==> config.mk <==
export PLATFORM = sky130hd
export DESIGN_NAME = rmq_fifo
export DESIGN_NICKNAME = d
export VERILOG_FILES = /design/src/rmq_fifo.sv
export SDC_FILE = /design/constraint.sdc
export NUM_CORES = 1
export LEC_CHECK = 0
export BUFFER_PORTS_ARGS = -buffer_cell sky130_fd_sc_hd__buf_2
export CAP_MARGIN = 20
export CORE_UTILIZATION = 50
export DETAILED_ROUTE_END_ITERATION = 16
export GPL_ROUTABILITY_DRIVEN = 0
export GPL_TIMING_DRIVEN = 0
export PLACE_DENSITY = 0.85
export SLEW_MARGIN = 10
export SYNTH_ARGS = -nofsm -noshare
export SYNTH_HDL_FRONTEND = slang
export SYNTH_SLANG_ARGS = --single-unit
==> constraint.sdc <==
create_clock -name clk -period 1.7 [get_ports clk]
set_input_delay 0.085 -clock clk [delete_from_list [all_inputs] [get_ports clk]]
set_output_delay 0.085 -clock clk [all_outputs]
set_load 0.05 [all_outputs]
==> src/rmq_fifo.sv <==
// Short register queue between front and back end.
// No package dependencies; DEPTH must be a power of two.
module rmq_fifo #(
    parameter int WIDTH = 8,
    parameter int DEPTH = 4
) (
    input  logic             clk,
    input  logic             rst_n,
    input  logic             push,
    input  logic [WIDTH-1:0] push_data,
    output logic             full,
    input  logic             pop,
    output logic             empty,
    output logic [WIDTH-1:0] pop_data
);

    localparam int AW = (DEPTH > 1) ? $clog2(DEPTH) : 1;
    localparam int CNT_W = $clog2(DEPTH + 1);

    logic [WIDTH-1:0] mem [DEPTH];
    logic [AW-1:0]    wr_ptr_reg, rd_ptr_reg;
    logic [CNT_W-1:0] count_reg;
    logic             do_push, do_pop;

    assign full     = (count_reg == CNT_W'(DEPTH));
    assign empty    = (count_reg == '0);
    assign do_push  = push && !full;
    assign do_pop   = pop && !empty;
    assign pop_data = mem[rd_ptr_reg];

    // Pointers and fill count.
    always_ff @(posedge clk or negedge rst_n)
    begin
        if (!rst_n)
        begin
            wr_ptr_reg <= '0;
            rd_ptr_reg <= '0;
            count_reg  <= '0;
        end
        else
        begin
            if (do_push)
            begin
                wr_ptr_reg <= wr_ptr_reg + AW'(1);
            end
            if (do_pop)
            begin
                rd_ptr_reg <= rd_ptr_reg + AW'(1);
            end
            if (do_push && !do_pop)
            begin
                count_reg <= count_reg + CNT_W'(1);
            end
            else if (do_pop && !do_push)
            begin
                count_reg <= count_reg - CNT_W'(1);
            end
        end
    end

    // Storage.
    always_ff @(posedge clk)
    begin
        if (do_push)
        begin
            mem[wr_ptr_reg] <= push_data;
        end
    end

endmodule

==> reports/results.ini, run 1 <==
[outcome]
status=complete, but fails checks
failed_checks=negative setup slack

[synth]
syn_nets=95
syn_area_per_cell_sq_um=20.64
synth_xor_area_share_pct=3.307
synth_top_family_by_area=multiplexers
synth_compound_area_share_pct=0
synthCells=77
synth_cell_types=20
synth-simple-area-share_pct=5.039
ys_seq_area_share_pct=71.50
synth_mux_area_share_pct=12.99
synth-adder-area-share_pct=5.197
netlist_area_sq_mm=0.001589
ys.warnings.count=0
ys_ff_latch=39

[global_route]
grt_pass1_wl_microns=3912
grt_max_degree=13
global_route.usage.total_pct=16.94
antenna_found_initial=0
grt_overflow=0
grt_pass1_vias=820

[power_and_ir_drop]
power.density_mw_per_mm2=1934
ir_drop_uv=822.3
leakagePower_uw=0.0007784

[route]
post_drt_wl_per_cell_microns=15.09
ant_nets=0
vias_per_cell=4.926
drc=0
wl_microns=2460
first_pass_iters=4
vias=803
drt-initial-drc-count=38

[worst_hold_path]
hp-class=input port to flop
holdPathStages=3
min_to=rd_ptr_reg[1]$_DFFE_PN0P_
hp-start=pop

[cells_and_area]
largest_reg_flops=32
area.sequential_sq_mm=0.001139
drive_above_1_share_pct=49.58
area_growth_pct=29.37
layout.nets=136
fill_cells=190
antennaDiodeCount=0
multi_input_area_sq_um=459.2

[die]
num_io_pins=22
die-height_microns=58.38
core_sq_mm=0.003028
die_x_microns=58.38
rows=20
die_area_sq_mm=0.003408
start_util_pct=52.48

[clock_network]
clock_sinks=39
htreeDepth=2
clock_path_buffers=2
cts_buffers=5
clkSlewWorstSetupHoldPaths_ps=110
clock-root-buffer=clkbuf_4
clock_latency_ps=330
tritoncts=yes

[flow_run]
max_cap_viol_count=0

[place]
dp_hpwl_microns=1575
port_buffers=21
dpl_worst_slack_ps=-236.0

[critical_path]
reg2reg_to=count_reg[2]$_DFFE_PN0P_
critPathMaxFanout=3
arrival_ps=2080
critical_path.endpoint_type=flop
rr_worst_depth=8
path_class=flop to flop
rrSetupSlack_ps=-120
critPathLaunchType=flop
cp_data_required_time_ps=1960
crit_start=count_reg[0]$_DFFE_PN0P_
r2r_start=count_reg[0]$_DFFE_PN0P_

[sta]
rsz0062_at_grt=yes
tightestPinTransition_ps=420.1
finalSetupViolCount=2
slew_viol_final=0
finClkSkew_ps=4.219
tns_ps=-225.5
final_hold_viol_count=0
layout_min_cycle_time_ps=1817
fmaxAchievable_mhz=550.4
setup_ws_ps=-117.0
relSlewSlack_pct=72.00
fin_crit_sh_pct=106.9

==> synthesized netlist by cell type <==
cell / instances / area [sq um]
edfxtp_1: 32 / 960.9
mux4_2: 8 / 180.2
dfrtp_1: 7 / 175.2
ha_1: 5 / 62.56
and2_2: 4 / 30.03
xnor2_1: 4 / 35.03
inv_1: 3 / 11.26
xor2_1: 2 / 17.52
buf_2: 1 / 5.000
buf_6: 1 / 11.26
clkbuf_1: 1 / 3.750
fa_1: 1 / 20.02
mux2_2: 1 / 11.26
mux2_4: 1 / 15.01
nand2b_1: 1 / 6.260
nand3b_1: 1 / 7.510
nor2_1: 1 / 3.750
nor2b_2: 1 / 8.760
nor3_1: 1 / 5.000
nor3b_4: 1 / 18.77
==> repair_timing <==
action,4_1_cts,5_1_grt
pin swaps,3,4
hold endpoints to repair,39,0
resized for setup,8,20
setup buffers,5,1
hold buffers,9,0
endpoints found under the setup margin,10,10
==> cells by family (layout without fill, tap and decap cells) <==
family | Yosys count | after routing
XOR/XNOR | 6 | 6
adder cells (fa/ha/maj) | 6 | 6
buffers and inverters | 6 | 48
flip-flops | 39 | 39
multiplexers | 10 | 10
AND/OR/NAND/NOR | 10 | 10
==> worst max-delay path, cell delays in order, from the launching register on <==
cell and delay (ps):
dfrtp_2 460, nor3_4 200, nand2b_4 170, ha_4 140
inv_2 40, fa_2 330, xor2_1 140, nor2_1 120
xor2_1 160
==> routing by layer <==
metal / wire, microns / up-vias / global-route usage (%)
li1: - / 378 / -
met4: 58 / 0 / 10.20
met5: 0 / - / 0
met3: 73 / 5 / 4.835
met1: 993 / 407 / 20.34
met2: 1334 / 13 / 27.42
==> cells in the final DEF, fill, tap and decap left out, drive strengths merged, types with 2 or more instances in the layout <==
| master | netlist | final |
|---|---|---|
| edfxtp | 32 | 32 |
| buf | 2 | 28 |
| dlygate4sd3 | 0 | 9 |
| mux4 | 8 | 8 |
| dfrtp | 7 | 7 |
| clkbuf | 1 | 6 |
| ha | 5 | 5 |
| and2 | 4 | 4 |
| xnor2 | 4 | 4 |
| inv | 3 | 3 |
| mux2 | 2 | 2 |
| xor2 | 2 | 2 |
==> metrics by stage <==
| step | instance area (sq um) | hold WS (ps) | total power, uW | util (%) | instances |
|---|---|---|---|---|---|
| after floorplan | 1615 | -210.6 | 2707 | - | 77 |
| after global placement | 1775 | -79.77 | 2957 | 58.64 | 142 |
| after detailed placement | 1775 | -70.50 | 3038 | 58.64 | 142 |
| after CTS | 2014 | 32.60 | 3832 | 66.53 | 163 |
| after global routing | 2056 | 40.98 | 4178 | 67.89 | 163 |
| final | 2056 | 50.84 | 3977 | 67.89 | 163 |
==> power by group <==
| group | total [uW] | internal, uW | switching, uW |
|---|---|---|---|
| clock | 632 | 348 | 285 |
| sequential | 1460 | 1300 | 165 |
| combinational | 1880 | 853 | 1030 |
| total | 3980 | 2500 | 1480 |
==> worst max path at each step <==
stage,endpoint,slack (ps),depth (start not counted)
final,count_reg[2]$_DFFE_PN0P_,-120,8
after global routing,count_reg[2]$_DFFE_PN0P_,-230,8
after CTS,count_reg[1]$_DFFE_PN0P_,-180,7
after detailed placement,count_reg[2]$_DFFE_PN0P_,-240,8
after global placement,count_reg[2]$_DFFE_PN0P_,-140,8
after floorplan,count_reg[1]$_DFFE_PN0P_,-490,7
==> cell type report <==
cell class,count,area share (%)
Buffer,1,0.7304
Inverter,3,0.5478
Timing Repair Buffer,36,14.12
Tap cell,44,2.678
Clock inverter,2,1.704
Clock buffer,6,2.495
Multi-Input combinational cell,32,22.34
Sequential cell,39,55.39
Note: power is estimated with default switching activity, not from simulation.
==> run 2: changes to the inputs <==
--- a/config.mk
+++ b/config.mk
@@ -7,11 +7,11 @@
 export LEC_CHECK = 0
 export BUFFER_PORTS_ARGS = -buffer_cell sky130_fd_sc_hd__buf_2
 export CAP_MARGIN = 20
-export CORE_UTILIZATION = 50
+export CORE_UTILIZATION = 59
 export DETAILED_ROUTE_END_ITERATION = 16
 export GPL_ROUTABILITY_DRIVEN = 0
 export GPL_TIMING_DRIVEN = 0
-export PLACE_DENSITY = 0.85
+export PLACE_DENSITY = 0.93
 export SLEW_MARGIN = 10
 export SYNTH_ARGS = -nofsm -noshare
 export SYNTH_HDL_FRONTEND = slang
==> constraint.sdc (replaced) <==
create_clock -name clk -period 2.2 [get_ports clk]
set_input_delay 0.11 -clock clk [delete_from_list [all_inputs] [get_ports clk]]
set_output_delay 0.11 -clock clk [all_outputs]
set_load 0.05 [all_outputs]
==> run 2 against run 1 <==
Net effect: global-route usage up 6.0 points; total power down 33%; the flow now finishes without violations; sequential share of layout area up 4.6 points; largest power group unchanged; via count down 0.50%; fmax down 8.5%; highest routed layer unchanged.
==> reports/results.ini, run 2 (synthesis gave the netlist of run 1 again) <==
[power_and_ir_drop]
power.density_mw_per_mm2=1411  ; was 1934 mW/mm^2
finalPower_uw=2678  ; was 3977 uW
switching_share_pct=40.99  ; was 37.12%
p_seq_share_pct=41.7  ; was 36.8%
p_comb_share_pct=45.4  ; was 47.3%
switching_power_uw=1098  ; was 1476 uW
ir_drop_uv=1037  ; was 822.3 uV
clkPwrFrac_pct=12.9  ; was 15.9%
internal_power_uw=1580  ; was 2501 uW
leakagePower_uw=0.0007113  ; was 0.0007784 uW

[sta]
tightestPinTransition_ps=558.4  ; was 420.1 ps
tns_ps=0  ; was -225.5 ps
slew_viol_final=0  ; unchanged
final_hold_viol_count=0  ; unchanged
rsz0062_at_grt=no  ; was yes
fin_crit_sh_pct=90.23  ; was 106.9%
finalSetupViolCount=0  ; was 2
layout_min_cycle_time_ps=1985  ; was 1817 ps
finClkSkew_ps=4.078  ; was 4.219 ps
relSlewSlack_pct=62.78  ; was 72.00%
fmaxAchievable_mhz=503.8  ; was 550.4 MHz

[cells_and_area]
layout.nets=132  ; was 136
final_common_cell=edfxtp_1  ; unchanged
area_growth_pct=19.45  ; was 29.37%
antennaDiodeCount=0  ; unchanged
layout_common_cells=edfxtp_1, buf_2, dlygate4sd3_1  ; unchanged
drive_above_1_share_pct=43.48  ; was 49.58%
fill_cells=140  ; was 190
largest_reg_flops=32  ; unchanged

[die]
core_sq_mm=0.002500  ; was 0.003028 sq mm
start_util_pct=63.56  ; was 52.48%
num_io_pins=22  ; unchanged
rows=18  ; was 20
die_x_microns=53.90  ; was 58.38 microns
die-height_microns=53.90  ; was 58.38 microns
die_area_sq_mm=0.002905  ; was 0.003408 sq mm

[clock_network]
cts_buffers=5  ; unchanged
clock_sinks=39  ; unchanged
clock_path_buffers=2  ; unchanged
htreeDepth=2  ; unchanged
clock-root-buffer=clkbuf_4  ; unchanged
clkSlewWorstSetupHoldPaths_ps=110  ; about the same
post_cts_resize_count=0  ; was 8
postCtsSetupBuffers=0  ; was 5
tritoncts=yes  ; unchanged
clock_latency_ps=340  ; was 330 ps

[route]
drt-initial-drc-count=6  ; was 38
first_pass_iters=4  ; unchanged
post_drt_wl_per_cell_microns=18.08  ; was 15.09 microns
vias_per_cell=5.510  ; was 4.926
vias=799  ; was 803
wl_microns=2622  ; was 2460 microns
drc=0  ; unchanged
ant_nets=0  ; unchanged

[global_route]
antenna_found_initial=0  ; unchanged
grt_pass1_vias=931  ; was 820
grt_pass1_wl_microns=4126  ; was 3912 microns
global_route.usage.total_pct=22.94  ; was 16.94%
grt_max_degree=12  ; was 13
grt_overflow=0  ; unchanged

[critical_path]
critPathLaunchType=flop  ; unchanged
critical_path.endpoint_type=flop  ; unchanged
crit_start=count_reg[2]$_DFFE_PN0P_  ; was count_reg[0]$_DFFE_PN0P_
cp_cell_sequence=nor3b_4 -> nor2b_2 -> buf_6 -> ha_4 -> inv_2 -> fa_1 -> xor2_1 -> nor2_1 -> xor2_1  ; was nor3_4 -> nand2b_4 -> ha_4 -> inv_2 -> fa_2 -> xor2_1 -> nor2_1 -> xor2_1
path_buf_inv=2  ; was 1
path_class=flop to flop  ; unchanged
crit_top_cell=xor2_1  ; unchanged
path_delay_family=adder cells  ; was simple AND/OR/NAND/NOR gates
critPathMaxFanout=7  ; was 3
slowest_stage=dfrtp_1  ; was dfrtp_2
cp_data_required_time_ps=2460  ; was 1960 ps
r2r_start=count_reg[2]$_DFFE_PN0P_  ; was count_reg[0]$_DFFE_PN0P_
arrival_ps=2250  ; was 2080 ps
slowest_delay_ps=460  ; about the same

[worst_hold_path]
hp-class=input port to flop  ; unchanged
hp-start=pop  ; unchanged

[place]
port_buffers=21  ; unchanged
dp_hpwl_microns=1769  ; was 1575 microns

[flow_run]
max_cap_viol_count=0  ; unchanged

[outcome]
status=finished clean  ; was complete, but fails checks

==> run 2: cell types whose count changed in the layout (fill, tap and decap cells not counted), moves of 3 or more <==
cell and delta:
buf_2 +9, buf_4 -6, buf_6 -7, clkbuf_1 +3
==> run 2: metrics by stage <==
stage               worst slack [ps]  instances  utilization, %  hold WS, ps  cell area [sq um]
floorplan                      14.11         77               -       -185.6               1615
global placement               333.7        128           70.32       -52.66               1758
detailed placement             265.2        128           70.32       -54.08               1758
CTS                            230.9        145           75.93        46.70               1898
global route                   150.9        145           75.93        61.34               1898
finish                         215.0        145           75.93        62.76               1898
==> run 2: path summary, 6_finish.rpt <==
check / end / slack, ps / cells past startpoint
worst max-delay path: count_reg[2]$_DFFE_PN0P_ / 210 / 9
worst min-delay path: rd_ptr_reg[1]$_DFFE_PN0P_ / 60 / 3
worst max register to register: count_reg[2]$_DFFE_PN0P_ / 210 / 9
worst min register to register: count_reg[0]$_DFFE_PN0P_ / 600 / 1
max in group asynchronous: count_reg[1]$_DFFE_PN0P_ / 1930 / 2
min in group asynchronous: rd_ptr_reg[0]$_DFFE_PN0P_ / 110 / 2
==> run 2: layout make-up <==
type | count | area (sq um) | area share [%]
clock inverters | 1 | 5.005 | 0.2637
plain buffers | 3 | 20.02 | 1.055
repair buffers | 30 | 195.2 | 10.28
multi-input cells | 32 | 445.4 | 23.47
flip-flops and latches | 39 | 1139 | 59.99
well taps | 30 | 37.54 | 1.978
clock buffers | 7 | 45.04 | 2.373
inverters | 3 | 11.26 | 0.5933
==> run 2: worst min-delay path, cell delays in order <==
cell and delay, ps:
buf_2 110, nand3b_1 90, xnor2_1 60
==> run 2: what timing repair did <==
item	in CTS	in global routing
hold endpoints to repair	39	0
hold buffers	9	0
setup endpoints to repair	0	0
==> run 2: routing by layer <==
metal,global-route usage (%),routed length [microns]
met1,25.29,1009
met2,37.24,1453
met5,0,0
met3,6.497,95
met4,17.54,64
==> run 2: power groups by stage <==
stage | Clock (uW) | Combinational [uW] | Sequential, uW
floorplan | 0 | 988 | 1100
global placement | 0 | 1170 | 1110
detailed placement | 0 | 1220 | 1140
CTS | 352 | 1230 | 1120
global route | 376 | 1320 | 1140
finish | 345 | 1220 | 1120
==> run 3: changes to the inputs <==
--- a/config.mk
+++ b/config.mk
@@ -10,9 +10,7 @@
 export CORE_UTILIZATION = 59
 export DETAILED_ROUTE_END_ITERATION = 16
 export GPL_ROUTABILITY_DRIVEN = 0
-export GPL_TIMING_DRIVEN = 0
 export PLACE_DENSITY = 0.93
-export SLEW_MARGIN = 10
 export SYNTH_ARGS = -nofsm -noshare
 export SYNTH_HDL_FRONTEND = slang
 export SYNTH_SLANG_ARGS = --single-unit
==> constraint.sdc (replaced) <==
create_clock -name clk -period 2.6 [get_ports clk]
set_input_delay 0.13 -clock clk [delete_from_list [all_inputs] [get_ports clk]]
set_output_delay 0.13 -clock clk [all_outputs]
set_load 0.05 [all_outputs]
==> run 3 against run 2 <==
Net effect: utilization shrank 1.7 points; count of clock-buffer cells in the layout stayed put; critical path type unchanged; design area fell by 2.2%; sequential power shrank 11%; cell count decreased by 2.1%; sequential share of layout area rose by 1.2 points; largest cell class unchanged; register-to-register slack better by 320 ps; combinational power down 24%; total power is 17% lower; largest power group is now registers; clock power fell by 17%.
==> reports/results.ini, run 3 (synthesis gave the netlist of run 1 again) <==
[worst_hold_path]
hp-class=input port to flop  ; unchanged
min_to=rd_ptr_reg[1]$_DFFE_PN0P_  ; unchanged
holdPathStages=3  ; unchanged
hp-start=pop  ; unchanged

[critical_path]
arrival_ps=2330  ; was 2250 ps
cp_data_required_time_ps=2860  ; was 2460 ps
critPathLaunchType=flop  ; unchanged
reg2reg_to=count_reg[2]$_DFFE_PN0P_  ; unchanged
r2r_start=count_reg[0]$_DFFE_PN0P_  ; was count_reg[2]$_DFFE_PN0P_
rrSetupSlack_ps=530  ; was 210 ps
critical_path.endpoint_type=flop  ; unchanged
critPathMaxFanout=4  ; was 7
rr_worst_depth=8  ; was 9
path_class=flop to flop  ; unchanged

[route]
post_drt_wl_per_cell_microns=17.20  ; was 18.08 microns
vias=762  ; was 799
drc=0  ; unchanged
vias_per_cell=5.366  ; was 5.510
first_pass_iters=4  ; unchanged
wl_microns=2443  ; was 2622 microns
drt-initial-drc-count=29  ; was 6
ant_nets=0  ; unchanged

[sta]
slew_viol_final=0  ; unchanged
tightestPinTransition_ps=566.9  ; was 558.4 ps
final_hold_viol_count=0  ; unchanged
tns_ps=0  ; unchanged
rsz0062_at_grt=no  ; unchanged
fmaxAchievable_mhz=483.7  ; was 503.8 MHz
relSlewSlack_pct=62.21  ; was 62.78%
finalSetupViolCount=0  ; unchanged
layout_min_cycle_time_ps=2067  ; was 1985 ps
fin_crit_sh_pct=79.51  ; was 90.23%
finClkSkew_ps=6.412  ; was 4.078 ps

[die]
rows=18  ; unchanged
core_sq_mm=0.002500  ; unchanged
num_io_pins=22  ; unchanged
die_x_microns=53.90  ; unchanged
die-height_microns=53.90  ; unchanged
die_area_sq_mm=0.002905  ; unchanged
start_util_pct=63.56  ; unchanged

[clock_network]
clock_sinks=39  ; unchanged
htreeDepth=2  ; unchanged
cts_buffers=5  ; unchanged
clkSlewWorstSetupHoldPaths_ps=100  ; was 110 ps
clock-root-buffer=clkbuf_4  ; unchanged
postCtsSetupBuffers=0  ; unchanged
clock_path_buffers=2  ; unchanged
tritoncts=yes  ; unchanged
clock_latency_ps=340  ; about the same

[global_route]
antenna_found_initial=0  ; unchanged
grt_max_degree=12  ; unchanged
global_route.usage.total_pct=21.11  ; was 22.94%
grt_pass1_wl_microns=3836  ; was 4126 microns
grt_overflow=0  ; unchanged
grt_pass1_vias=812  ; was 931

[cells_and_area]
layout.nets=129  ; was 132
drive_above_1_share_pct=39.29  ; was 43.48%
multi_input_area_sq_um=426.7  ; was 445.4 sq um
final_common_cell=edfxtp_1  ; unchanged
layout_common_cells=edfxtp_1, buf_2, dlygate4sd3_1  ; unchanged
fin_util_pct=74.27  ; was 75.93%
antennaDiodeCount=0  ; unchanged
area.sequential_sq_mm=0.001136  ; was 0.001139 sq mm
area_growth_pct=16.85  ; was 19.45%
fill_cells=146  ; was 140
largest_reg_flops=32  ; unchanged

[power_and_ir_drop]
power.density_mw_per_mm2=1190  ; was 1411 mW/mm^2
leakagePower_uw=0.0007002  ; was 0.0007113 uW
ir_drop_uv=899.2  ; was 1037 uV

[place]
port_buffers=21  ; unchanged
dp_hpwl_microns=1692  ; was 1769 microns

[flow_run]
max_cap_viol_count=0  ; unchanged

[outcome]
status=finished clean  ; unchanged

## run 3: cell type report
type	count	area share [%]
inverters	3	0.6065
repair buffers	30	10.51
clock buffers	7	2.426
clock inverters	1	0.2695
flip-flops and latches	39	61.19
well taps	30	2.022
multi-input cells	32	22.98
## run 3: metal layers
metal,vias up,global-route usage [%],part of all wire [%]
li1,360,-,-
met1,380,26.59,42
met2,16,31.89,51
met3,6,9.322,4.5
met4,0,8.772,1.6
met5,-,0,0
## run 3: stage by stage
stage               instances  area, sq um  worst slack [ps]  power, uW  hold WS, ps
floorplan                  77         1594             139.0       1743       -165.6
global placement          125         1717             652.3       1888       -30.47
detailed placement        125         1717             566.6       1935       -27.46
CTS                       140         1837             542.2       2225       0.2352
global route              142         1857             360.4       2334        93.01
finish                    142         1857             532.6       2209        88.49
## run 3: repair_timing
| item | 4_1_cts | 5_1_grt |
|---|---|---|
| hold buffers | 7 | 2 |
| endpoints found under the setup margin | 0 | 0 |
| endpoints found under the hold margin | 29 | 7 |
| resized for setup | 0 | 0 |
## run 3: worst max-delay path, cell delays in order (launching register included)
cell	delay, ps
dfrtp_1	480
nor3_2	270
nand2b_1	200
ha_1	200
inv_1	60
fa_1	370
xor2_1	150
nor2_1	110
xor2_1	150
## run 3: power by group
| group | switching [uW] | leakage, uW | internal (uW) |
|---|---|---|---|
| Combinational | 570 | 0.000296 | 354 |
| Clock | 181 | 0.0000293 | 105 |
| Sequential | 153 | 0.000375 | 846 |
## run 3: worst max path at each step
stage                                         from                       end  slack [ps]  cells past startpoint
after global placement    count_reg[0]$_DFFE_PN0P_  count_reg[2]$_DFFE_PN0P_         650                      8
after CTS                 count_reg[0]$_DFFE_PN0P_  count_reg[2]$_DFFE_PN0P_         540                      8
after detailed placement  count_reg[0]$_DFFE_PN0P_  count_reg[2]$_DFFE_PN0P_         570                      8
final                     count_reg[0]$_DFFE_PN0P_  count_reg[2]$_DFFE_PN0P_         530                      8
after floorplan           count_reg[0]$_DFFE_PN0P_  count_reg[2]$_DFFE_PN0P_         140                      8
after global routing      count_reg[0]$_DFFE_PN0P_  count_reg[2]$_DFFE_PN0P_         360                      8
