## src/rmq_pkg.sv

```systemverilog
// Shared constants and types for the rotation matrix to quaternion block.
// No dependencies; used by every module of the block but rmq_fifo.
package rmq_pkg;

    // Default word format: signed Q2.14.
    localparam int WORD_BITS_DEF  = 16;
    localparam int FRAC_BITS_DEF  = 14;

    // Depth of the queue between the classifier and the arithmetic back end.
    localparam int QUEUE_DEPTH = 4;

    // Component chosen as the largest one.
    typedef enum logic [1:0] {
        PART_W = 2'd0,
        PART_X = 2'd1,
        PART_Y = 2'd2,
        PART_Z = 2'd3
    } part_t;

endpackage

```

## src/rmq_front.sv

```systemverilog
// Front end: forms the diagonal sums, picks the largest component and the
// three off-diagonal sums or differences it needs. Uses rmq_pkg.
module rmq_front #(
    parameter int WORD_BITS = rmq_pkg::WORD_BITS_DEF,
    parameter int FRAC_BITS = rmq_pkg::FRAC_BITS_DEF
) (
    input  logic                       clk,
    input  logic                       rst_n,
    input  logic                       in_valid,
    output logic                       in_ready,
    input  logic [9*WORD_BITS-1:0]     in_data,
    output logic                       out_valid,
    input  logic                       out_ready,
    output logic [4*WORD_BITS+6:0]     out_data
);

    localparam int W  = WORD_BITS;
    localparam int DW = W + 1;
    localparam int SW = W + 2;

    logic signed [SW-1:0] re [9];
    logic signed [SW-1:0] s_w, s_x, s_y, s_z, big;
    logic signed [SW-1:0] a_f, b_f, c_f, p12_f, p13_f, p23_f;
    logic [DW-1:0]        a_d, b_d, c_d, p12_d, p13_d, p23_d;
    logic [DW-1:0]        l0, l1, l2;
    logic [SW-1:0]        rad;
    logic [SW-1:0]        one_q;
    rmq_pkg::part_t       part;

    logic                                   valid_reg;
    logic [4*W+6:0]                         data_reg;

    // Sign-extend the nine elements.
    always_comb
    begin
        for (int k = 0; k < 9; k++)
        begin
            re[k] = {{2{in_data[k*W+W-1]}}, in_data[k*W +: W]};
        end
    end

    // Diagonal sums, each 4q^2 - 1 for its component.
    assign s_w = re[0] + re[4] + re[8];
    assign s_x = re[0] - re[4] - re[8];
    assign s_y = re[4] - re[0] - re[8];
    assign s_z = re[8] - re[0] - re[4];

    // Largest sum; a later one wins only when strictly greater.
    always_comb
    begin
        big  = s_w;
        part = rmq_pkg::PART_W;
        if (s_x > big)
        begin
            big  = s_x;
            part = rmq_pkg::PART_X;
        end
        if (s_y > big)
        begin
            big  = s_y;
            part = rmq_pkg::PART_Y;
        end
        if (s_z > big)
        begin
            big  = s_z;
            part = rmq_pkg::PART_Z;
        end
    end

    // The largest sum is never negative, so the radicand is at least one.
    assign one_q = SW'(1) << FRAC_BITS;
    assign rad   = big + one_q;

    // Off-diagonal sums and differences; all fit in one bit more than a word.
    assign a_f   = re[5] - re[7];
    assign b_f   = re[6] - re[2];
    assign c_f   = re[1] - re[3];
    assign p12_f = re[1] + re[3];
    assign p13_f = re[6] + re[2];
    assign p23_f = re[5] + re[7];
    assign a_d   = a_f[DW-1:0];
    assign b_d   = b_f[DW-1:0];
    assign c_d   = c_f[DW-1:0];
    assign p12_d = p12_f[DW-1:0];
    assign p13_d = p13_f[DW-1:0];
    assign p23_d = p23_f[DW-1:0];

    // Lanes hold the three other components in ascending order.
    always_comb
    begin
        unique case (part)
            rmq_pkg::PART_W:
            begin
                l0 = a_d;
                l1 = b_d;
                l2 = c_d;
            end
            rmq_pkg::PART_X:
            begin
                l0 = a_d;
                l1 = p12_d;
                l2 = p13_d;
            end
            rmq_pkg::PART_Y:
            begin
                l0 = b_d;
                l1 = p12_d;
                l2 = p23_d;
            end
            default:
            begin
                l0 = c_d;
                l1 = p13_d;
                l2 = p23_d;
            end
        endcase
    end

    // Output register toward the queue.
    assign in_ready = !valid_reg || out_ready;

    always_ff @(posedge clk or negedge rst_n)
    begin
        if (!rst_n)
        begin
            valid_reg <= 1'b0;
        end
        else if (in_ready)
        begin
            valid_reg <= in_valid;
        end
    end

    always_ff @(posedge clk)
    begin
        if (in_ready && in_valid)
        begin
            data_reg <= {part, l2, l1, l0, rad};
        end
    end

    assign out_valid = valid_reg;
    assign out_data  = data_reg;

endmodule

```

## config.mk

```make
export PLATFORM = sky130hd
export DESIGN_NAME = rmq_front
export DESIGN_NICKNAME = d
export VERILOG_FILES = /design/src/rmq_pkg.sv /design/src/rmq_front.sv
export SDC_FILE = /design/constraint.sdc
export NUM_CORES = 1
export LEC_CHECK = 0
export BUFFER_PORTS_ARGS = -buffer_cell sky130_fd_sc_hd__buf_2
export CORE_UTILIZATION = 64
export DETAILED_ROUTE_END_ITERATION = 16
export HOLD_SLACK_MARGIN = 0.1
export PLACE_DENSITY = 0.89
export SKIP_CTS_REPAIR_TIMING = 1
export SLEW_MARGIN = 20
export SYNTH_ARGS = -nofsm -noshare
export SYNTH_HDL_FRONTEND = slang
export SYNTH_SLANG_ARGS = --single-unit
```

## constraint.sdc

```tcl
create_clock -name clk -period 5.47 [get_ports clk]
set_clock_uncertainty 0.05 [all_clocks]
set_input_delay 1.3675 -clock clk [delete_from_list [all_inputs] [get_ports clk]]
set_output_delay 1.3675 -clock clk [all_outputs]
set_load 0.05 [all_outputs]
```

==> out/results.txt, run 1 <==
worst ep type -> sequential cell input
Async SR Flop Fraction -> 0.0139
synthesized area per cell -> 8.51 um2
main combinational cell family by area after synthesis -> adder cells
FF+latch count, synth -> 72
die span in x -> 146 um
Area contributors post-synth -> ha_1, edfxtp_1, fa_1
Boundary Pins -> 221
Unique masters post-synth -> 82
clock sink count -> 72
Placed Cells -> 2,379
Simple-Gate Fraction of Synth Area -> 0.125
synthesized area -> 13,400 um2
post-DP HPWL -> 41.4 mm
CTS root buf -> clkbuf_16
htree depth -> 3
CTS Buf Count -> 9
outcome -> stopped before the end
PortBufs -> 220
global route overflow -> 287
last stage reached -> global routing (5_1_grt)
multiplexer share of the synthesized area -> 0.0284
Synth Area in XOR/XNOR -> 0.0878
Adder-Cell Fraction of Synth Area -> 0.307
main flop type after synthesis -> edfxtp_1
YS warnings -> 0
EDFF count, synth -> 71
Chip Height -> 146 um
final RePlAce weighted congestion -> 0.995
clk buf depth -> 2
initial cell density of the core -> 0.656
DP Area -> 17,600 um2
Worst EP post-GRT repair -> out_data[18]$_DFFE_PP_/D
largest net degree at the start of global routing -> 72
Mapped Cells -> 1,570
syn nets -> 2,001
Error Message -> [ERROR GRT-0232] Routing congestion too high. Check the congestion heatmap in the GUI.
GRT Total Usage -> 0.887
post-synth top area cell -> ha_1
Rows -> 52
Synth Area in Compound Gates -> 0.219
Seq/Total Area, Yosys -> 0.161
share of the synthesized area in the top cell type -> 0.198
[cell usage after synthesis, drive strengths merged (23+ instances only)]
| cell type | n |
|---|---|
| ha | 211 |
| inv | 202 |
| a21oi | 178 |
| nor2 | 125 |
| xnor2 | 110 |
| o21ai | 91 |
| nand2 | 79 |
| fa | 72 |
| edfxtp | 71 |
| a21o | 33 |
| o21bai | 31 |
| clkbuf | 27 |
| mux2i | 25 |
| xor2 | 23 |
[metal layers]
metal | track usage | GRT overflow
met1 | 0.860 | 19
met2 | 1.00 | 139
met3 | 0.801 | 12
met4 | 0.937 | 117
met5 | 0.530 | 0
[logic make-up after synthesis]
group / after synthesis
AOI/OAI and AO/OA: 460
adders and majority gates: 285
buffers and inverters: 242
DFF: 72
xor gates and xnor gates: 133
muxes: 34
and+or+nand+nor: 344
[through the flow]
step / hold slack [ns] / setup slack (ns)
after floorplan: 1.02 / -5.40
after CTS: 0.516 / -6.26
after global placement: 0.468 / -5.35
after detailed placement: 0.505 / -6.34
==> run 2, diff against run 1 <==
--- a/config.mk
+++ b/config.mk
@@ -6,10 +6,9 @@
 export NUM_CORES = 1
 export LEC_CHECK = 0
 export BUFFER_PORTS_ARGS = -buffer_cell sky130_fd_sc_hd__buf_2
-export CORE_UTILIZATION = 64
+export CORE_UTILIZATION = 40
 export DETAILED_ROUTE_END_ITERATION = 16
-export HOLD_SLACK_MARGIN = 0.1
-export PLACE_DENSITY = 0.89
+export PLACE_DENSITY_LB_ADDON = 0.15
 export SKIP_CTS_REPAIR_TIMING = 1
 export SLEW_MARGIN = 20
 export SYNTH_ARGS = -nofsm -noshare
==> run 2 against run 1 <==
The flow now finishes, with violations (negative setup slack). Synthesized cell count stayed put. Area after synthesis stayed put.
==> out/results.txt, run 2 <==
synthesized area per cell -> 8.51 um2
DR WL met2 -> 19.7 mm
worst path arrival time -> 10.68 ns
Max IR drop VDD -> 571 uV
total wire length -> 42.8 mm
post-synth top area cell -> ha_1
RSZ-0062 raised after global routing -> yes
clk buf depth -> 2
number of global-route vias before repair -> 13.0k
post-DP HPWL -> 35.7 mm
routed vias/inst -> 5.13
largest net degree at the start of global routing -> 72
CTS tree -> done
most numerous cell in the Yosys netlist -> ha_1
Startpoint Class -> input port
Chip Height -> 185 um
Metal-1 WL -> 20.1 mm
max FFs per register -> 71
Rows -> 66
CTS Buf Count -> 9
Clock transition at path regs -> 0.06 ns
share of the synthesized area in the top cell type -> 0.198
PortBufs -> 220
worst skew pair latency -> 0.36 ns
share of layout cells above drive strength 1 -> 0.360
worst-path fanout max -> 7
Hold Crit Class -> reg2reg
outcome -> finished, violations left
endpoints failing setup -> 70
antenna violations before repair -> 2
Post-route DRC -> 0
Seq/Total Area, Yosys -> 0.161
DP Area -> 18,000 um2
Slowest cell on crit path -> fa_2
setup ws final -> -5.16 ns
EDFF count, synth -> 71
slew margin rel. -> 0.315
Placed Cells -> 2,578
Tcrit/Tclk final -> 1.94
CP endpoint kind -> flop
most frequent CP cell -> a21oi_2
Worst Path Required -> 5.52 ns
post-layout util -> 0.581
Async SR Flop Fraction -> 0.0139
Layout Nets -> 2,598
most common cell after layout, fill and taps aside -> buf_4
Synth top cells by count -> ha_1, inv_1, a21oi_1
Finished Cell Area -> 19,000 um2
synthesized area -> 13,400 um2
Synth-to-Final Area Change -> 42.3%
failing checks -> negative setup slack
YS warnings -> 0
vias -> 13.4k
total die area -> 34,100 um2
PwrDens -> 732 nW/um2
Min Clock Period, post-route -> 10.63 ns
Mapped Cells -> 1,570
CTS root buf -> clkbuf_16
Unique masters post-synth -> 82
Slowest Stage Delay on Critical Path -> 0.62 ns
main flop type after synthesis -> edfxtp_1
syn nets -> 2,001
# Max-Cap Violations -> 0
die span in x -> 185 um
GRT Total Usage -> 0.246
wire per inst -> 16.4 um
most frequent cells in the layout -> buf_4, buf_2, ha_1
critical path class -> in2reg
final RePlAce weighted congestion -> 0.880
htree depth -> 3
Max Slew Vio Count -> 0
global route overflow -> 0
drt first pass iters -> 5
Max Fclk -> 94.1 MHz
clock sink count -> 72
initial cell density of the core -> 0.409
top routing layer in use -> met4
Core Area -> 32,700 um2
DRT antenna net count -> 0
Final Hold Violating Endpoints -> 0
global-route wire length before repair -> 65.7 mm
Worst Tran Pin Value -> 1.03 ns
metal3 WL -> 2.17 mm
Post-Layout Cell Count -> 2,616
Boundary Pins -> 221
FF+latch count, synth -> 72
leak pwr -> 0.00921 uW
1st-iter DRT viols -> 864
Area contributors post-synth -> ha_1, edfxtp_1, fa_1
-- run 2: cell counts after synthesis --
No cell type changed its count.
-- run 2: cells by family after synthesis --
family | count (synthesis) | synth area share
adder cells (fa/ha/maj) | 285 | 0.307
flip-flops | 72 | 0.161
AO/OA/AOI/OAI | 460 | 0.219
buffers and inverters | 242 | 0.0715
XOR/XNOR | 133 | 0.0878
multiplexers | 34 | 0.0284
AND/OR/NAND/NOR | 344 | 0.125
-- run 2: final timing paths --
| path | end | from | slack, ns | cells after the start |
|---|---|---|---|---|
| setup / recovery | out_data[49]$_DFFE_PP_ | in_data[2] | -5.16 | 53 |
| hold / removal | out_valid$_DFFE_PN0N_ | out_valid$_DFFE_PN0N_ | 0.49 | 2 |
| setup reg to reg | out_data[67]$_DFFE_PP_ | out_valid$_DFFE_PN0N_ | 3.67 | 2 |
| hold reg to reg | out_valid$_DFFE_PN0N_ | out_valid$_DFFE_PN0N_ | 0.49 | 2 |
| max in group asynchronous | out_valid$_DFFE_PN0N_ | rst_n | 4.55 | 1 |
| min in group asynchronous | out_valid$_DFFE_PN0N_ | rst_n | 0.73 | 1 |
-- run 2: metal layers --
metal,vias to the layer above,GRT usage
met4,0,0.0532
met3,42,0.0275
met5,-,0
met1,6351,0.340
li1,6676,-
met2,360,0.410
-- run 2: critical path, delay by kind of cell --
family | cells | cell delay, ns
simple gates | 16 | 2.26
xor+xnor | 1 | 0.15
buf+inv | 3 | 0.32
fa+ha+maj | 6 | 2.12
compound gates | 24 | 3.57
mux | 3 | 0.88
-- run 2: final cells by class --
cell class              instances  area [um2]
flip-flops and latches         72        2160
diodes                          2        5.00
well taps                     442         553
multi-input cells            1256       10900
inverters                     202         771
clock inverters                 6        67.6
clock buffers                  10         229
repair inverters                1        8.76
fillers                      3019       13700
repair buffers                625        4300
-- run 2: where the power goes --
| part | leakage [uW] | switching [uW] | internal, uW |
|---|---|---|---|
| clock network | 0.000140 | 274 | 357 |
| registers | 0.000686 | 118 | 1230 |
| logic | 0.00838 | 6660 | 5270 |
| total | 0.00921 | 7060 | 6850 |
-- run 2: metrics by stage --
stage	power, uW	TNS, ns	hold slack, ns	setup WS, ns
3_5_place_dp	11600	-399.89	0.486	-5.92
4_1_cts	12300	-375.20	0.503	-5.57
3_3_place_gp	11400	-373.86	0.459	-5.53
5_1_grt	14800	-384.04	0.538	-5.72
6_report	13900	-344.77	0.490	-5.16
2_1_floorplan	8320	-346.73	1.02	-5.40
Power figures use the tool's default switching activity.
==> run 3, diff against run 2 <==
--- a/config.mk
+++ b/config.mk
@@ -6,8 +6,10 @@
 export NUM_CORES = 1
 export LEC_CHECK = 0
 export BUFFER_PORTS_ARGS = -buffer_cell sky130_fd_sc_hd__buf_2
+export CAP_MARGIN = 20
 export CORE_UTILIZATION = 40
 export DETAILED_ROUTE_END_ITERATION = 16
+export MAX_ROUTING_LAYER = met4
 export PLACE_DENSITY_LB_ADDON = 0.15
 export SKIP_CTS_REPAIR_TIMING = 1
 export SLEW_MARGIN = 20
==> constraint.sdc (replaced) <==
create_clock -name clk -period 11.7 [get_ports clk]
set_clock_uncertainty 0.05 [all_clocks]
set_input_delay 2.925 -clock clk [delete_from_list [all_inputs] [get_ports clk]]
set_output_delay 2.925 -clock clk [all_outputs]
set_load 0.05 [all_outputs]
==> run 3 against run 2 <==
The run still ends with negative setup slack left. First-iteration DRC count shrank 9.1%. Register-to-register slack better by 6.2 ns. Global-route usage is 0.21 points higher. Core utilization is 2.4 points lower. Sequential cell count is the same. Routed wire length down 2.2%. Critical path depth is 1 lower. Critical endpoint is now out_data[18]$_DFFE_PP_. Setup slack better by 4.5 ns. Hold slack better by 0.0061 ns.
==> out/results.txt, run 3 (synthesis gave the netlist of run 2 again) <==
outcome -> finished, violations left
failing checks -> negative setup slack
Startpoint Class -> input port
Final Hold Violating Endpoints -> 0
Max Fclk -> 81.2 MHz
drt first pass iters -> 5
vias -> 12.9k
Slowest Stage Delay on Critical Path -> 0.62 ns
most common cell after layout, fill and taps aside -> buf_4
htree depth -> 3
1st-iter DRT viols -> 785
Rows -> 66
pre-CTS setup slack -> -1.41 ns
PortBufs -> 220
Slowest cell on crit path -> fa_2
Tcrit/Tclk final -> 1.05
die span in x -> 185 um
Post-Layout Cell Count -> 2,483
critical path class -> in2reg
Min Clock Period, post-route -> 12.32 ns
CP endpoint kind -> flop
Hold Crit Class -> reg2reg
final RePlAce weighted congestion -> 0.900
largest net degree at the start of global routing -> 72
Synth-to-Final Area Change -> 36.3%
GRT Total Usage -> 0.248
total wire length -> 41.9 mm
most frequent CP cell -> a21oi_2
setup ws final -> -0.616 ns
Post-route DRC -> 0
antenna violations before repair -> 1
RSZ-0062 raised after global routing -> yes
worst-path fanout max -> 7
initial cell density of the core -> 0.409
share of layout cells above drive strength 1 -> 0.329
endpoints failing setup -> 70
Worst Tran Pin Value -> 1.06 ns
global route overflow -> 0
worst skew pair latency -> 0.36 ns
Max Slew Vio Count -> 0
DP Area -> 17,000 um2
# Max-Cap Violations -> 0
Placed Cells -> 2,447
max FFs per register -> 71
routed vias/inst -> 5.18
DRT antenna net count -> 0
clock sink count -> 72
CTS tree -> done
global-route wire length before repair -> 64.0 mm
Chip Height -> 185 um
worst path arrival time -> 12.47 ns
CTS Buf Count -> 9
final hold slack -> 0.496 ns
slew margin rel. -> 0.295
r2r setup slk -> 9.87 ns
total die area -> 34,100 um2
Clock transition at path regs -> 0.07 ns
post-DP HPWL -> 34.9 mm
Core Area -> 32,700 um2
wire per inst -> 16.9 um
Worst Path Required -> 11.86 ns
CTS root buf -> clkbuf_16
Boundary Pins -> 221
Layout Nets -> 2,466
number of global-route vias before repair -> 12.4k
clk buf depth -> 2
Finished Cell Area -> 18,200 um2
most frequent cells in the layout -> buf_4, buf_2, ha_1
## run 3: cell count changes in the layout (fill, tap and decap cells not counted), sizes merged
cell / change
a2bb2oi: +1
diode: -1
clkbuf: -1
clkinv: -1
bufinv: +2
buf: -132
clkinvlp: -1
## run 3: routing by layer
metal	global-route usage	vias to the layer above	share of wire
met2	0.390	327	0.46
li1	-	6416	-
met4	0.0661	0	0.020
met5	-	-	0
met3	0.0377	48	0.044
met1	0.330	6061	0.48
## run 3: layout make-up
cell class / instances / area, um2
Clock buffer: 9 / 225
Antenna cell: 1 / 2.50
Clock inverter: 7 / 126
Inverter: 202 / 768
Sequential cell: 72 / 2160
Fill cell: 3055 / 14500
Tap cell: 442 / 553
Timing Repair Buffer: 493 / 3310
Multi-Input combinational cell: 1257 / 11100
## run 3: path summary, 6_finish.rpt
path                                             from                      to  depth (start not counted)
worst max register to register  out_valid$_DFFE_PN0N_  out_data[48]$_DFFE_PP_                          2
max in group asynchronous                       rst_n   out_valid$_DFFE_PN0N_                          1
min in group asynchronous                       rst_n   out_valid$_DFFE_PN0N_                          1
worst max-delay path                       in_data[2]  out_data[18]$_DFFE_PP_                         52
worst min-delay path            out_valid$_DFFE_PN0N_   out_valid$_DFFE_PN0N_                          2
worst min register to register  out_valid$_DFFE_PN0N_   out_valid$_DFFE_PN0N_                          2
## run 3: through the flow
step                TNS (ns)   util
detailed placement    -77.42  0.520
floorplan             -21.67      -
global route          -64.68  0.557
finish                -29.41  0.557
global placement      -51.79  0.520
CTS                   -53.47  0.531
## run 3: worst max-delay path: cells and delay by family
family,cells,cell delay [ns]
and+or+nand+nor,14,2.12
xor gates and xnor gates,1,0.15
AOI/OAI and AO/OA,24,4.15
buffers and inverters,6,0.81
adders and majority gates,6,2.03
muxes,1,0.30
Power of run 3 is not shown: default switching activity piles up to over one toggle a cycle in this logic, so the estimate is an artifact.
==> run 4, diff against run 3 <==
--- a/config.mk
+++ b/config.mk
@@ -9,7 +9,6 @@
 export CAP_MARGIN = 20
 export CORE_UTILIZATION = 40
 export DETAILED_ROUTE_END_ITERATION = 16
-export MAX_ROUTING_LAYER = met4
 export PLACE_DENSITY_LB_ADDON = 0.15
 export SKIP_CTS_REPAIR_TIMING = 1
 export SLEW_MARGIN = 20
==> run 4 against run 3 <==
The flow still finishes with violations (negative setup slack). First-iteration DRC count increased by 5.1%. Routed wire length down 1.3%. Core utilization is 0.79 points lower. Die area is the same. Via count increased by 0.30%. Final cell count is essentially flat. Sequential share of layout area grew 0.17 points. Count of clock-buffer cells in the layout is the same. Register-to-register slack got worse by 0.03 ns. Sequential cell count stayed put.
==> out/results.txt, run 4 (synthesis gave the netlist of run 2 again) <==
RSZ-0062 raised after global routing -> yes
Hold Crit Class -> reg2reg
htree depth -> 3
most frequent cells in the layout -> buf_4, buf_2, ha_1
CTS tree -> done
worst path arrival time -> 12.31 ns
endpoints failing setup -> 65
Post-Layout Cell Count -> 2,481
Tcrit/Tclk final -> 1.05
wire per inst -> 16.7 um
drt first pass iters -> 5
vias -> 12.9k
post-layout util -> 0.549
GRT Total Usage -> 0.237
Rows -> 66
failing checks -> negative setup slack
Slowest Stage Delay on Critical Path -> 0.60 ns
CTS root buf -> clkbuf_16
number of global-route vias before repair -> 12.4k
die span in x -> 185 um
CP endpoint kind -> flop
worst-path fanout max -> 8
largest net degree at the start of global routing -> 72
Final Hold Violating Endpoints -> 0
final RePlAce weighted congestion -> 0.899
setup tns final -> -19.19 ns
Max Slew Vio Count -> 0
most common cell after layout, fill and taps aside -> buf_4
Min Clock Period, post-route -> 12.26 ns
Clock transition at path regs -> 0.07 ns
Slowest cell on crit path -> fa_2
outcome -> finished, violations left
Diodes inserted -> 0
share of layout cells above drive strength 1 -> 0.323
Startpoint Class -> input port
post-DP HPWL -> 34.4 mm
Max IR drop VDD -> 341 uV
Core Area -> 32,700 um2
max FFs per register -> 71
total die area -> 34,100 um2
Chip Height -> 185 um
most frequent CP cell -> a21oi_2
Synth-to-Final Area Change -> 34.4%
Layout Nets -> 2,465
Post-route DRC -> 0
antenna violations before repair -> 0
setup ws final -> -0.562 ns
global-route wire length before repair -> 63.3 mm
routed vias/inst -> 5.20
Placed Cells -> 2,447
# Max-Cap Violations -> 0
Boundary Pins -> 221
Worst Path Required -> 11.74 ns
clock sink count -> 72
critical path class -> in2reg
Worst Tran Pin Value -> 1.08 ns
PwrDens -> 346 nW/um2
1st-iter DRT viols -> 825
global route overflow -> 0
final hold slack -> 0.496 ns
slew margin rel. -> 0.279
DRT antenna net count -> 0
PortBufs -> 220
total wire length -> 41.3 mm
Max Fclk -> 81.6 MHz
initial cell density of the core -> 0.409
clk buf depth -> 2
pre-CTS setup slack -> -1.26 ns
CTS Buf Count -> 9
leak pwr -> 0.00856 uW
worst skew pair latency -> 0.36 ns
==> run 4: cell types whose count changed in the layout (fill, tap and decap cells not counted), sizes merged <==
cell,change
a2bb2oi,-1
buf,-1
bufinv,-3
clkinv,+4
clkinvlp,+1
diode,-1
inv,-1
==> run 4: area by class of cell <==
cell class	count	area, um2
Timing Repair Buffer	492	3270
Tap cell	442	553
Multi-Input combinational cell	1256	10900
Inverter	202	773
Clock buffer	9	225
Timing Repair inverter	1	8.76
Clock inverter	7	47.5
Sequential cell	72	2160
Fill cell	3077	14700
==> run 4: metal layers <==
layer,GRT usage,vias up,part of all wire
li1,-,6415,-
met1,0.333,6044,0.48
met2,0.380,372,0.45
met3,0.0269,59,0.052
met4,0.0694,0,0.025
met5,0,-,0
==> run 4: through the flow <==
stage / total power [uW] / instance area [um2]
floorplan: 3800 / 13700
global placement: 5120 / 17000
detailed placement: 5160 / 17000
CTS: 5470 / 17300
global route: 6650 / 18000
finish: 6210 / 18000
==> run 4: worst max-delay path, delay by kind of cell <==
family	cells	cell delay, ns
XOR/XNOR	1	0.13
AND/OR/NAND/NOR	13	2.08
adder cells (fa/ha/maj)	6	1.97
AO/OA/AOI/OAI	27	3.91
multiplexers	2	0.66
buffers and inverters	5	0.64
==> run 4: final timing paths <==
path                                             from                     end  slack (ns)  cells after the start
worst max-delay path                       in_data[7]  out_data[47]$_DFFE_PP_       -0.56                     54
worst min-delay path            out_valid$_DFFE_PN0N_   out_valid$_DFFE_PN0N_        0.50                      2
worst max register to register  out_valid$_DFFE_PN0N_   out_data[9]$_DFFE_PP_        9.84                      2
worst min register to register  out_valid$_DFFE_PN0N_   out_valid$_DFFE_PN0N_        0.50                      2
max in group asynchronous                       rst_n   out_valid$_DFFE_PN0N_        9.25                      1
min in group asynchronous                       rst_n   out_valid$_DFFE_PN0N_        2.27                      1
==> run 4: where the power goes <==
part | internal, uW | total, uW | switching [uW]
clock | 144 | 274 | 130
combinational | 2260 | 5310 | 3050
sequential | 574 | 627 | 52.5
